===== src/rtl/bft_pkg.sv =====
// ----------------------------------------------------------------------------
// bft_pkg
// Shared widths, reset values and controller/datapath interface types for
// the beacon freshness table.
// ----------------------------------------------------------------------------
`default_nettype none

package bft_pkg;

  // field widths
  localparam int unsigned TIME_W  = 64;
  localparam int unsigned ID_W    = 32;
  localparam int unsigned SLOT_W  = 3;

  // table geometry defaults
  localparam int unsigned TABLE_ENTRIES_DEF = 8;

  // freshness window after reset, in microseconds
  localparam logic [TIME_W-1:0] WINDOW_RESET_US = 64'd3_000_000;

  // commands from controller to datapath
  typedef struct packed {
    logic load;   // capture a new transaction, reset the read pointer and clear the match flag
    logic scan;   // issue one table read and advance the read pointer
    logic fin;    // commit the table update and register the result
  } cmd_t;

  // status from datapath to controller
  typedef struct packed {
    logic last_rd;  // read pointer sits on the last entry
  } sts_t;

endpackage

`default_nettype wire


===== src/rtl/bft_ram.sv =====
// ----------------------------------------------------------------------------
// bft_ram
// Generic single-write, single-read RAM with registered read data.
// ----------------------------------------------------------------------------
`default_nettype none

module bft_ram #(
  parameter int unsigned WIDTH = 8,
  parameter int unsigned DEPTH = 8,
  localparam int unsigned AW   = (DEPTH > 1) ? $clog2(DEPTH) : 1
) (
  input  wire logic             clk,
  input  wire logic             we,
  input  wire logic [AW-1:0]    waddr,
  input  wire logic [WIDTH-1:0] wdata,
  input  wire logic             re,
  input  wire logic [AW-1:0]    raddr,
  output logic      [WIDTH-1:0] rdata
);

  logic [WIDTH-1:0] mem [DEPTH];

  // write port
  always_ff @(posedge clk) begin
    if (we) begin
      mem[waddr] <= wdata;
    end
  end

  // registered read port
  always_ff @(posedge clk) begin
    if (re) begin
      rdata <= mem[raddr];
    end
  end

endmodule

`default_nettype wire


===== src/rtl/bft_ctrl.sv =====
// ----------------------------------------------------------------------------
// bft_ctrl
// Sequencer for the beacon freshness table: accepts a transaction, walks the
// table once, then commits the update and issues the result strobe.
// ----------------------------------------------------------------------------
`default_nettype none

module bft_ctrl (
  input  wire logic          clk,
  input  wire logic          rst_n,
  input  wire logic          start,
  output logic               busy,
  output bft_pkg::cmd_t      cmd,
  input  wire bft_pkg::sts_t sts
);

  import bft_pkg::*;

  localparam logic [1:0] S_IDLE  = 2'd0;
  localparam logic [1:0] S_SCAN  = 2'd1;
  localparam logic [1:0] S_DRAIN = 2'd2;
  localparam logic [1:0] S_FIN   = 2'd3;

  logic [1:0] state_r;
  logic [1:0] state_nxt;

  // next state
  always_comb begin
    state_nxt = state_r;
    unique case (state_r)
      S_IDLE: begin
        if (start) state_nxt = S_SCAN;
      end
      S_SCAN: begin
        if (sts.last_rd) state_nxt = S_DRAIN;
      end
      S_DRAIN: begin
        state_nxt = S_FIN;
      end
      S_FIN: begin
        state_nxt = S_IDLE;
      end
      default: begin
        state_nxt = S_IDLE;
      end
    endcase
  end

  // state register
  always_ff @(posedge clk) begin
    if (!rst_n) begin
      state_r <= S_IDLE;
    end else begin
      state_r <= state_nxt;
    end
  end

  // command decode
  assign busy     = (state_r != S_IDLE);
  assign cmd.load = start && (state_r == S_IDLE);
  assign cmd.scan = (state_r == S_SCAN);
  assign cmd.fin  = (state_r == S_FIN);

  // an accepted transaction always enters the table walk
  a_load_scans: assert property (@(posedge clk) disable iff (!rst_n)
    cmd.load |=> (state_r == S_SCAN))
    else $error("accepted transaction did not start the table walk");

  // commit is a single cycle and frees the block
  a_fin_frees: assert property (@(posedge clk) disable iff (!rst_n)
    cmd.fin |=> !busy)
    else $error("block still busy after commit");

  // a walk ends only on the last entry
  a_scan_exit: assert property (@(posedge clk) disable iff (!rst_n)
    (state_r == S_SCAN) && !sts.last_rd |=> (state_r == S_SCAN))
    else $error("table walk ended early");

endmodule

`default_nettype wire


===== src/rtl/bft_dp.sv =====
// ----------------------------------------------------------------------------
// bft_dp
// Datapath of the beacon freshness table: entry RAM with valid bits, match
// and oldest-entry search, per-entry staleness, update and result registers.
// ----------------------------------------------------------------------------
`default_nettype none

module bft_dp #(
  parameter int unsigned TABLE_ENTRIES = bft_pkg::TABLE_ENTRIES_DEF
) (
  input  wire logic                        clk,
  input  wire logic                        rst_n,
  input  wire bft_pkg::cmd_t               cmd,
  output bft_pkg::sts_t                    sts,
  input  wire logic [bft_pkg::TIME_W-1:0]  in_now_us,
  input  wire logic                        in_has_sample,
  input  wire logic                        in_rejected,
  input  wire logic [bft_pkg::ID_W-1:0]    in_beacon_id,
  input  wire logic                        cfg_we,
  input  wire logic [bft_pkg::TIME_W-1:0]  cfg_window,
  output logic                             out_valid,
  output logic                             out_healthy,
  output logic                             out_hit,
  output logic      [bft_pkg::SLOT_W-1:0]  out_slot_written
);

  import bft_pkg::*;

  localparam int unsigned N      = TABLE_ENTRIES;
  localparam int unsigned IDX_W  = (N > 1) ? $clog2(N) : 1;
  localparam int unsigned WORD_W = ID_W + TIME_W;

  // transaction capture
  logic [TIME_W-1:0] now_r;
  logic [ID_W-1:0]   id_r;
  logic              wr_req_r;
  logic [TIME_W-1:0] window_r;

  // read pointer and read-data tracking
  logic [IDX_W-1:0]  rd_cnt_r;
  logic              chk_vld_r;
  logic [IDX_W-1:0]  chk_idx_r;

  // scan results
  logic              match_found_r;
  logic [IDX_W-1:0]  match_idx_r;
  logic [IDX_W-1:0]  oldest_idx_r;
  logic [TIME_W-1:0] oldest_time_r;
  logic [N-1:0]      stale_r;
  logic [N-1:0]      entry_vld_r;

  // result registers
  logic              out_valid_r;
  logic              out_healthy_r;
  logic              out_hit_r;
  logic [SLOT_W-1:0] out_slot_r;

  // ram and decoded entry
  logic [WORD_W-1:0] rd_word;
  logic [ID_W-1:0]   eff_id;
  logic [TIME_W-1:0] eff_time;
  logic [TIME_W-1:0] age;
  logic              ram_we;
  logic [IDX_W-1:0]  wr_idx;
  logic [N-1:0]      wr_mask;
  logic              healthy;

  bft_ram #(
    .WIDTH (WORD_W),
    .DEPTH (N)
  ) u_entry_ram (
    .clk   (clk),
    .we    (ram_we),
    .waddr (wr_idx),
    .wdata ({id_r, now_r}),
    .re    (cmd.scan),
    .raddr (rd_cnt_r),
    .rdata (rd_word)
  );

  // entries never written read as id 0, time 0
  always_comb begin
    if (entry_vld_r[chk_idx_r]) begin
      eff_id   = rd_word[WORD_W-1:TIME_W];
      eff_time = rd_word[TIME_W-1:0];
    end else begin
      eff_id   = '0;
      eff_time = '0;
    end
  end

  // wrapping age of the entry under test
  assign age = now_r - eff_time;

  // update target: first match, else oldest entry
  assign wr_idx = match_found_r ? match_idx_r : oldest_idx_r;
  assign ram_we = cmd.fin && wr_req_r;

  always_comb begin
    for (int k = 0; k < N; k++) begin
      wr_mask[k] = wr_req_r && (wr_idx == IDX_W'(k));
    end
  end

  // the written entry has age zero, fresh unless the window is zero
  assign healthy = ~|(stale_r & ~wr_mask) && (!wr_req_r || (window_r != '0));

  assign sts.last_rd = (rd_cnt_r == IDX_W'(N - 1));

  // freshness window register
  always_ff @(posedge clk) begin
    if (!rst_n) begin
      window_r <= WINDOW_RESET_US;
    end else if (cfg_we) begin
      window_r <= cfg_window;
    end
  end

  // transaction capture
  always_ff @(posedge clk) begin
    if (cmd.load) begin
      now_r    <= in_now_us;
      id_r     <= in_beacon_id;
      wr_req_r <= in_has_sample && !in_rejected;
    end
  end

  // read pointer
  always_ff @(posedge clk) begin
    if (cmd.load) begin
      rd_cnt_r <= '0;
    end else if (cmd.scan) begin
      rd_cnt_r <= rd_cnt_r + IDX_W'(1);
    end
  end

  // read data qualifier, valid in the cycle after the read
  always_ff @(posedge clk) begin
    if (!rst_n) begin
      chk_vld_r <= 1'b0;
    end else begin
      chk_vld_r <= cmd.scan;
    end
  end

  always_ff @(posedge clk) begin
    chk_idx_r <= rd_cnt_r;
  end

  // match and oldest search, staleness per entry
  always_ff @(posedge clk) begin
    if (cmd.load) begin
      match_found_r <= 1'b0;
    end else if (chk_vld_r) begin
      if (!match_found_r && (eff_id == id_r)) begin
        match_found_r <= 1'b1;
        match_idx_r   <= chk_idx_r;
      end
      if ((chk_idx_r == '0) || (eff_time < oldest_time_r)) begin
        oldest_idx_r  <= chk_idx_r;
        oldest_time_r <= eff_time;
      end
      stale_r[chk_idx_r] <= (age >= window_r);
    end
  end

  // entry valid bits
  always_ff @(posedge clk) begin
    if (!rst_n) begin
      entry_vld_r <= '0;
    end else if (ram_we) begin
      entry_vld_r <= entry_vld_r | wr_mask;
    end
  end

  // result strobe
  always_ff @(posedge clk) begin
    if (!rst_n) begin
      out_valid_r <= 1'b0;
    end else begin
      out_valid_r <= cmd.fin;
    end
  end

  // result payload
  always_ff @(posedge clk) begin
    if (cmd.fin) begin
      out_healthy_r <= healthy;
      out_hit_r     <= wr_req_r && match_found_r;
      out_slot_r    <= wr_req_r ? SLOT_W'(wr_idx) : '0;
    end
  end

  assign out_valid        = out_valid_r;
  assign out_healthy      = out_healthy_r;
  assign out_hit          = out_hit_r;
  assign out_slot_written = out_slot_r;

  // result strobe follows a commit only
  a_strobe_after_fin: assert property (@(posedge clk) disable iff (!rst_n)
    out_valid_r |-> $past(cmd.fin))
    else $error("result strobe without commit");

  // every read returns data the cycle after it is issued
  a_chk_after_scan: assert property (@(posedge clk) disable iff (!rst_n)
    cmd.scan |=> chk_vld_r)
    else $error("read data not qualified after table read");

  // a written entry is marked valid; valid bits clear only at reset
  a_vld_sticky: assert property (@(posedge clk) disable iff (!rst_n)
    ram_we |=> (entry_vld_r & $past(wr_mask)) == $past(wr_mask))
    else $error("written entry not marked valid");

endmodule

`default_nettype wire


===== src/rtl/beacon_freshness_table_top.sv =====
// ----------------------------------------------------------------------------
// beacon_freshness_table_top
// Fully associative table of beacon ids and last-seen times with a health
// flag that reports whether every entry is within the freshness window.
// ----------------------------------------------------------------------------
// Usage:
//   Input transactions are taken at a rising edge with start high and busy
//   low; in_now_us, in_has_sample, in_rejected and in_beacon_id are sampled
//   there. A sample with in_has_sample high and in_rejected low refreshes the
//   first entry with a matching id, or else replaces the oldest entry.
//   Each transaction produces one result, shown for exactly one cycle with
//   out_valid high: out_healthy, out_hit and out_slot_written.
//   After the accepting edge the block walks the table (scan), drains the
//   last read, commits (fin) and registers the result. The walk reads one
//   entry per cycle from the single read port of the entry RAM, and busy
//   stays high until the commit is done, so transactions do not overlap.
//   The freshness window is written through cfg_valid/cfg_ready; cfg_ready
//   is high whenever busy is low.
//   Reset clears every entry to id 0 and time 0 (by valid bits, no clearing
//   pass) and loads the window with 3000000 us. The result channel has no
//   back-pressure; the receiver must take every strobe.
// ----------------------------------------------------------------------------
`default_nettype none

module beacon_freshness_table_top #(
  parameter int unsigned TABLE_ENTRIES = bft_pkg::TABLE_ENTRIES_DEF
) (
  input  wire logic                        clk,
  input  wire logic                        rst_n,
  // input transaction
  input  wire logic                        start,
  output logic                             busy,
  input  wire logic [bft_pkg::TIME_W-1:0]  in_now_us,
  input  wire logic                        in_has_sample,
  input  wire logic                        in_rejected,
  input  wire logic [bft_pkg::ID_W-1:0]    in_beacon_id,
  // result
  output logic                             out_valid,
  output logic                             out_healthy,
  output logic                             out_hit,
  output logic      [bft_pkg::SLOT_W-1:0]  out_slot_written,
  // configuration
  input  wire logic                        cfg_valid,
  output logic                             cfg_ready,
  input  wire logic [bft_pkg::TIME_W-1:0]  cfg_freshness_window_us
);

  import bft_pkg::*;

  cmd_t cmd;
  sts_t sts;

  // configuration is taken while idle
  assign cfg_ready = !busy;

  bft_ctrl u_ctrl (
    .clk   (clk),
    .rst_n (rst_n),
    .start (start),
    .busy  (busy),
    .cmd   (cmd),
    .sts   (sts)
  );

  bft_dp #(
    .TABLE_ENTRIES (TABLE_ENTRIES)
  ) u_dp (
    .clk              (clk),
    .rst_n            (rst_n),
    .cmd              (cmd),
    .sts              (sts),
    .in_now_us        (in_now_us),
    .in_has_sample    (in_has_sample),
    .in_rejected      (in_rejected),
    .in_beacon_id     (in_beacon_id),
    .cfg_we           (cfg_valid && cfg_ready),
    .cfg_window       (cfg_freshness_window_us),
    .out_valid        (out_valid),
    .out_healthy      (out_healthy),
    .out_hit          (out_hit),
    .out_slot_written (out_slot_written)
  );

endmodule

`default_nettype wire


===== config.mk =====
export PLATFORM = sky130hd
export DESIGN_NAME = beacon_freshness_table_top
export DESIGN_NICKNAME = d
export VERILOG_FILES = /design/src/rtl/bft_pkg.sv /design/src/rtl/bft_ram.sv /design/src/rtl/bft_ctrl.sv /design/src/rtl/bft_dp.sv /design/src/rtl/beacon_freshness_table_top.sv
export SDC_FILE = /design/constraint.sdc
export NUM_CORES = 2
export LEC_CHECK = 0
export BUFFER_PORTS_ARGS = -buffer_cell sky130_fd_sc_hd__clkbuf_2
export CORE_MARGIN = 2
export CORE_UTILIZATION = 55
export CTS_CLUSTER_DIAMETER = 40
export DETAILED_ROUTE_END_ITERATION = 12
export PLACE_DENSITY = 0.81
export SKIP_LAST_GASP = 1
export SYNTH_ARGS = -nofsm -noshare
export SYNTH_HDL_FRONTEND = slang
export SYNTH_SLANG_ARGS = --single-unit

===== constraint.sdc =====
create_clock -name clk -period 10.4 [get_ports clk]
set_input_delay 1.56 -clock clk [delete_from_list [all_inputs] [get_ports clk]]
set_output_delay 1.56 -clock clk [all_outputs]
set_load 0.01 [all_outputs]

Word-level counts from Yosys, hierarchy flattened
Memories as Yosys holds them, arrays and structs flattened. A register that Yosys moved wholly into a read port is not among the register bits.
Index checks and enable logic that the tools add are counted.
Word-level totals
  bits in registers: 263
  bits in latches: 0
  memory bits (writable): 768
  memory bits (read-only): 0
  bits of input ports: 166
  output and inout port bits: 8
  word-level logic and storage cells: 90
  memories: 1
Memories
  u_dp.u_entry_ram.mem: words 8, bits a word 96, read ports 1, clocked after memory_dff 1, write ports 1, RTL line bft_ram.sv:21  | logic [WIDTH-1:0] mem [DEPTH];
Cells by class
  $add $sub $neg: 2
  $mul: 0
  div/mod/pow operators: 0
  order comparisons: 4
  eq/ne operators: 14
  shift operators: 0
  muxes and demuxes: 13
  bitwise gates (word level): 4
  reductions and logical operators: 34
Operators with widths (number)
  64-bit >= comparator: 1
  64-bit < comparator: 1
  64-bit 2-to-1 mux: 1
  64-bit nonzero test: 1
  64-bit subtractor: 1
  32-bit equality test: 1
  32-bit 2-to-1 mux: 1
  1-bit logical AND: 16
  3-bit equality test, second input constant: 5
  8-bit AND: 1
  8-bit bitwise mux: 1
  8-bit NOT: 1
  8-bit bitwise OR: 1
  2-bit case mux with 4 select lines: 1
  8-bit OR reduction: 1
  3-bit by 2-bit equality test with 1-bit output, second input constant: 2
  3-bit logical NOT: 2
  2-bit AND reduction: 3
  3-bit AND reduction: 2
  1-bit logical NOT: 5
  2-bit equality test, second input constant: 2
  3-bit by 4-bit < comparator with 1-bit output, second input constant: 1
  1-bit 2-to-1 mux: 4
  2-bit 2-to-1 mux: 2
  12 further kinds: 14

Depth between registers and ports, before layout
  depth after elaboration: 8
  gate-level depth with buffers: 28
  mapped depth without buffers: 25

Cells and area by module
A second synthesis with hierarchy kept.
Second synthesis, totals
  cell total of the unflattened synthesis: 2967
  area total of the unflattened synthesis: 48637.9 um^2
Modules (own cells, without submodules)
  bft_ram: times used 1, cells each 1219, area an instance 31766.7 um^2, seq. area each 25944.9 um^2
  bft_dp: times used 1, cells each 1727, area an instance 16688.5 um^2, seq. area each 7026.7 um^2
  bft_ctrl: times used 1, cells each 19, area an instance 172.7 um^2, seq. area each 40.0 um^2
  beacon_freshness_table_top: times used 1, cells each 2, area an instance 10.0 um^2, seq. area each 0.0 um^2

Worst setup path before layout
OpenSTA, ideal clock, no wires.
  path type: reg-to-reg
  start point: reg u_dp.chk_idx_r[1]
  end point: reg u_dp.oldest_idx_r[0] (enable)
  library setup time: 0.506 ns
  data arrival time: 6.724 ns
  data required time: 9.894 ns
  path slack: 3.170 ns
  stages on the path, launching flop included: 19
  path buffers: 4
  clock period less this slack: 7.230 ns
  path through: dfxtp_1 -> buf_2 -> mux4_2 -> mux2_2 -> buf_2 -> clkbuf_1 -> clkbuf_1 -> nand2_1 -> inv_1 -> ha_1 -> a21o_1 -> a21o_1 -> a21o_1 -> a21oi_1 -> nor2b_1 -> o211ai_1 -> a21oi_1 -> or4_1 -> o21bai_1
Between the ends
  cells in the longest elaborated chain, start to end: 6
  elaborated cells on any way between the ends: 7
  those cells by class: order compare (1); mux (3); reduce/logical (3)
RTL lines
  start, declared: RTL line bft_dp.sv:42  | logic [IDX_W-1:0] chk_idx_r;
  start signal, assigned: RTL line bft_dp.sv:147  | chk_idx_r <= rd_cnt_r;
  1-bit binary-select mux with 3-bit select: RTL line bft_dp.sv:83  | if (entry_vld_r[chk_idx_r]) begin
  1-bit 2-to-1 mux (not written as such): RTL line bft_dp.sv:83
  64-bit 2-to-1 mux: RTL line bft_dp.sv:83
  via u_dp.eff_time[41]: RTL line bft_dp.sv:61  | logic [TIME_W-1:0] eff_time;
  64-bit < comparator: RTL line bft_dp.sv:159  | if ((chk_idx_r == '0) || (eff_time < oldest_time_r)) begin
  1-bit logical OR: RTL line bft_dp.sv:159
  3-bit AND reduction (no line)
  end signal, assigned: RTL line bft_dp.sv:160  | oldest_idx_r <= chk_idx_r;
  end, declared: RTL line bft_dp.sv:47  | logic [IDX_W-1:0] oldest_idx_r;
The timed path passes the listed nets, and every way through them passes these cells. The select of a mux whose other input is x is not followed.
A chain may end at the register's enable or synchronous reset.

Worst setup path in the final report
  start point: reg u_dp.chk_idx_r[1]
  end point: reg u_dp.stale_r[3] (data pin)
Between the ends
  cells in the longest elaborated chain, start to end: 6
  elaborated cells on any way between the ends: 11
  those cells by class: add/sub (1); order compare (3); mux (6); reduce/logical (1)
RTL lines
  1-bit binary-select mux with 3-bit select: RTL line bft_dp.sv:83
  1-bit 2-to-1 mux (not written as such): RTL line bft_dp.sv:83
  64-bit 2-to-1 mux: RTL line bft_dp.sv:83
  via u_dp.eff_time[0]: RTL line bft_dp.sv:61
  64-bit subtractor: RTL line bft_dp.sv:93  | assign age = now_r - eff_time;
  64-bit >= comparator: RTL line bft_dp.sv:163  | stale_r[chk_idx_r] <= (age >= window_r);
  8-bit bitwise mux: RTL line bft_dp.sv:163
  end signal, assigned by index: RTL line bft_dp.sv:163
  end, declared: RTL line bft_dp.sv:49  | logic [N-1:0] stale_r;
The timed path passes the listed nets, and every way through them passes these cells. The select of a mux whose other input is x is not followed.

==> metrics.cfg <==
[logic_synthesis]
yosys_warnings = 0
netlist_area_um2 = 48600
yosysSeqAreaShare_pct = 67.9
netlist-cell-type-count = 75
synth_ff_type = edfxtp_1
ys_ff_latch = 1127
syn_nets = 3409
synth.avg_cell_area_um2 = 16.0
syn_inst = 3046
synth_edf_count = 1044
async_flop_share_pct = 0

[worst_setup_path]
critPathTopFamily = compound AO/OA/AOI/OAI gates
worstPathArrival_ps = 7440
required_ps = 10760
crit_top_cell = a21o_1
path_buf_inv = 1
slowest_delay_ps = 860
end_kind = flip-flop
cpMaxStageDelayCell = a2111oi_0
start_kind = flip-flop
critPathKind = flip-flop to flip-flop
critical_path.cell_chain = mux4_2, mux2_2, and2_1, ha_1, inv_1, fa_1, a21o_1, a311o_1, and4_1, o211ai_1, a2111oi_0, nor2_1, o211ai_1, xor2_1, ha_1, a21o_1, a21o_1, a21o_1, a21o_1, a211o_1, a21oi_1, a31oi_1
worstPathMaxFanout = 24

[die]
die_y_um = 301
ios = 174
core-area_um2 = 88000
die_x_um = 301
initial_core_util_pct = 55.3
std_cell_rows = 109
die_area_um2 = 90800

[finish]
final_area_um2 = 55100
drive_gt1_share_pct = 21.7
fin_nets = 3634
areaGrowthSynthToFinish_pct = 13.3

[cts]
cts_setup_buffers = 0
cts-buffers-inserted = 131
path_clk_slew_ps = 60
post_cts_resized = 0
cts.path.max_buffers = 3
cts-root-buf = clkbuf_16
ctsHoldBuffers = 0
clkLatencyLatePin_ps = 730
cts_sinks = 1127
cts_tree = yes
htree_levels = 4

[sta]
period_needed_ps = 7080
setup_tns_ps = 0
tightest_slew_ps = 1310
worst_slew_margin_rel_pct = 12.4
drv_slew = 0
skew_ps = 39.8
fmax_mhz = 141
finalSetupViolCount = 0
period_share_pct = 68.1
hold_viol = 0
fin_ws_ps = 3320
rsz0062_at_grt = false

[run_status]
status = complete, no violations

[drt]
via_count = 27600
drtPass1Iterations = 6
antenna_left = 0
wl_um = 112000
avgViaCountPerCell = 6.08
drt_iter0_markers = 2849
drt-wirelength-per-cell_um = 24.6
drc = 0

[power]
finalPower_uw = 13300
ir_drop_uv = 173
p_per_area_nw_per_um2 = 242
p_leak_uw = 0.0195

[grt]
antenna_found_initial = 4
grt-ovfl-total = 0
grt_pass1_wl_um = 169000
grt_pass1_vias = 28300
grt_max_degree = 142
grt.total_usage_pct = 25.0

[placement]
gp_congestion = 0.906
post-place-ws_ps = 3420
hpwl_um = 67900
placed_area_um2 = 50800
io_buffers = 173

[job]
cap_viol_max_count = 0

[worst_hold_path]
hp-class = flip-flop to flip-flop

==> cell type report <==
| class | instances | area (µm²) |
|---|---|---|
| timing repair buffer | 203 | 1120 |
| fill | 5992 | 32900 |
| inverter | 226 | 851 |
| sequential | 1127 | 33000 |
| tap | 1165 | 1460 |
| clock buffer | 154 | 3450 |
| multi-input combinational | 1582 | 14400 |
| clock inverter | 84 | 790 |
| antenna | 2 | 5.00 |
==> per-stage QoR <==
step	utilization (%)	hold WS, ps	cells
3_3_place_gp	57.8	444	4303
4_1_cts	62.6	467	4541
6_report	62.6	465	4543
2_1_floorplan	-	354	3046
5_1_grt	62.6	492	4541
3_5_place_dp	57.8	451	4303
==> routing by layer <==
layer  share of wire [%]  GRT usage, %  up-vias  routed length, µm
met5               0.012             0        -                 13
met4                 3.6          9.86        2               3990
met3                 7.7          4.49      228               8630
met2                  49          41.0     1253              55200
met1                  39          33.4    13900              44200
li1                    -             -    12200                  -
==> worst paths after layout <==
check                      start                   to  slack (ps)  cells past startpoint
max            u_dp.chk_idx_r[1]      u_dp.stale_r[3]        3320                     22
min          u_dp.entry_vld_r[6]  u_dp.entry_vld_r[6]         460                      1
max reg2reg    u_dp.chk_idx_r[1]      u_dp.stale_r[3]        3320                     22
min reg2reg  u_dp.entry_vld_r[6]  u_dp.entry_vld_r[6]         460                      1
==> flip-flops by register name (all words and copies together) (netlist names), 8 cells and up <==
register	count
u_dp.stale_r	8
u_dp.u_entry_ram.rdata	96
u_dp.u_entry_ram.mem	768
u_dp.oldest_time_r	64
u_dp.window_r	64
u_dp.entry_vld_r	8
u_dp.now_r	64
u_dp.id_r	32
==> power by group <==
part	switching, µW	total (µW)	internal (µW)
clock	1870	4420	2550
sequential	454	6110	5660
combinational	1570	2800	1220
==> kinds of logic (layout without fill, tap and decap cells) <==
family	count (synthesis)	in the layout	share of synthesized area, %
AO/OA/AOI/OAI	454	454	6.29
XOR/XNOR	70	70	1.26
adder cells (fa/ha/maj)	197	197	5.09
buffers and inverters	337	667	2.68
flip-flops	1127	1127	67.9
multiplexers	298	298	11.4
other	0	2	0
AND/OR/NAND/NOR	563	563	5.38
==> synthesized netlist by cell type, types with 4 or more instances <==
master	count	area (µm²)
a2111oi_0	7	61.3
a21boi_0	56	420
a21o_1	90	676
a21oi_1	107	536
a221oi_1	5	43.8
a31oi_1	22	138
and2_1	11	68.8
and3_1	8	50.1
and4_1	7	61.3
buf_1	23	86.3
buf_2	5	25.0
clkbuf_1	77	289
dfxtp_1	83	1660
edfxtp_1	1044	31400
ha_1	196	2450
inv_1	226	848
mux2_2	98	1100
mux2i_1	6	60.1
mux4_2	194	4370
nand2_1	270	1010
nand2b_1	13	81.3
nand3_1	31	155
nand3b_1	4	30.0
nand4_1	44	275
nor2_1	88	330
nor2b_1	18	113
nor3_1	29	145
nor4_1	20	125
o211ai_1	21	158
o21a_1	16	120
o21ai_0	66	330
o21bai_1	13	97.6
o22ai_1	7	43.8
o31ai_1	5	37.5
o32ai_1	7	61.3
xnor2_1	48	420
xor2_1	22	193
==> placed cells by master (no fill, tap or decap), types with 28 or more instances in the layout <==
cell,netlist,final
edfxtp_1,1044,1044
nor3_1,29,29
nand2_1,270,269
mux2_2,98,98
xnor2_1,48,48
mux4_2,194,194
clkbuf_16,0,134
nor2_1,88,80
dfxtp_1,83,80
o21ai_0,66,66
buf_4,3,28
a21boi_0,56,56
ha_1,196,195
nand4_1,44,44
nand3_1,31,31
a21oi_1,107,107
clkbuf_2,0,173
a21o_1,90,90
inv_1,226,225
Note: power is estimated with default switching activity, not from simulation.
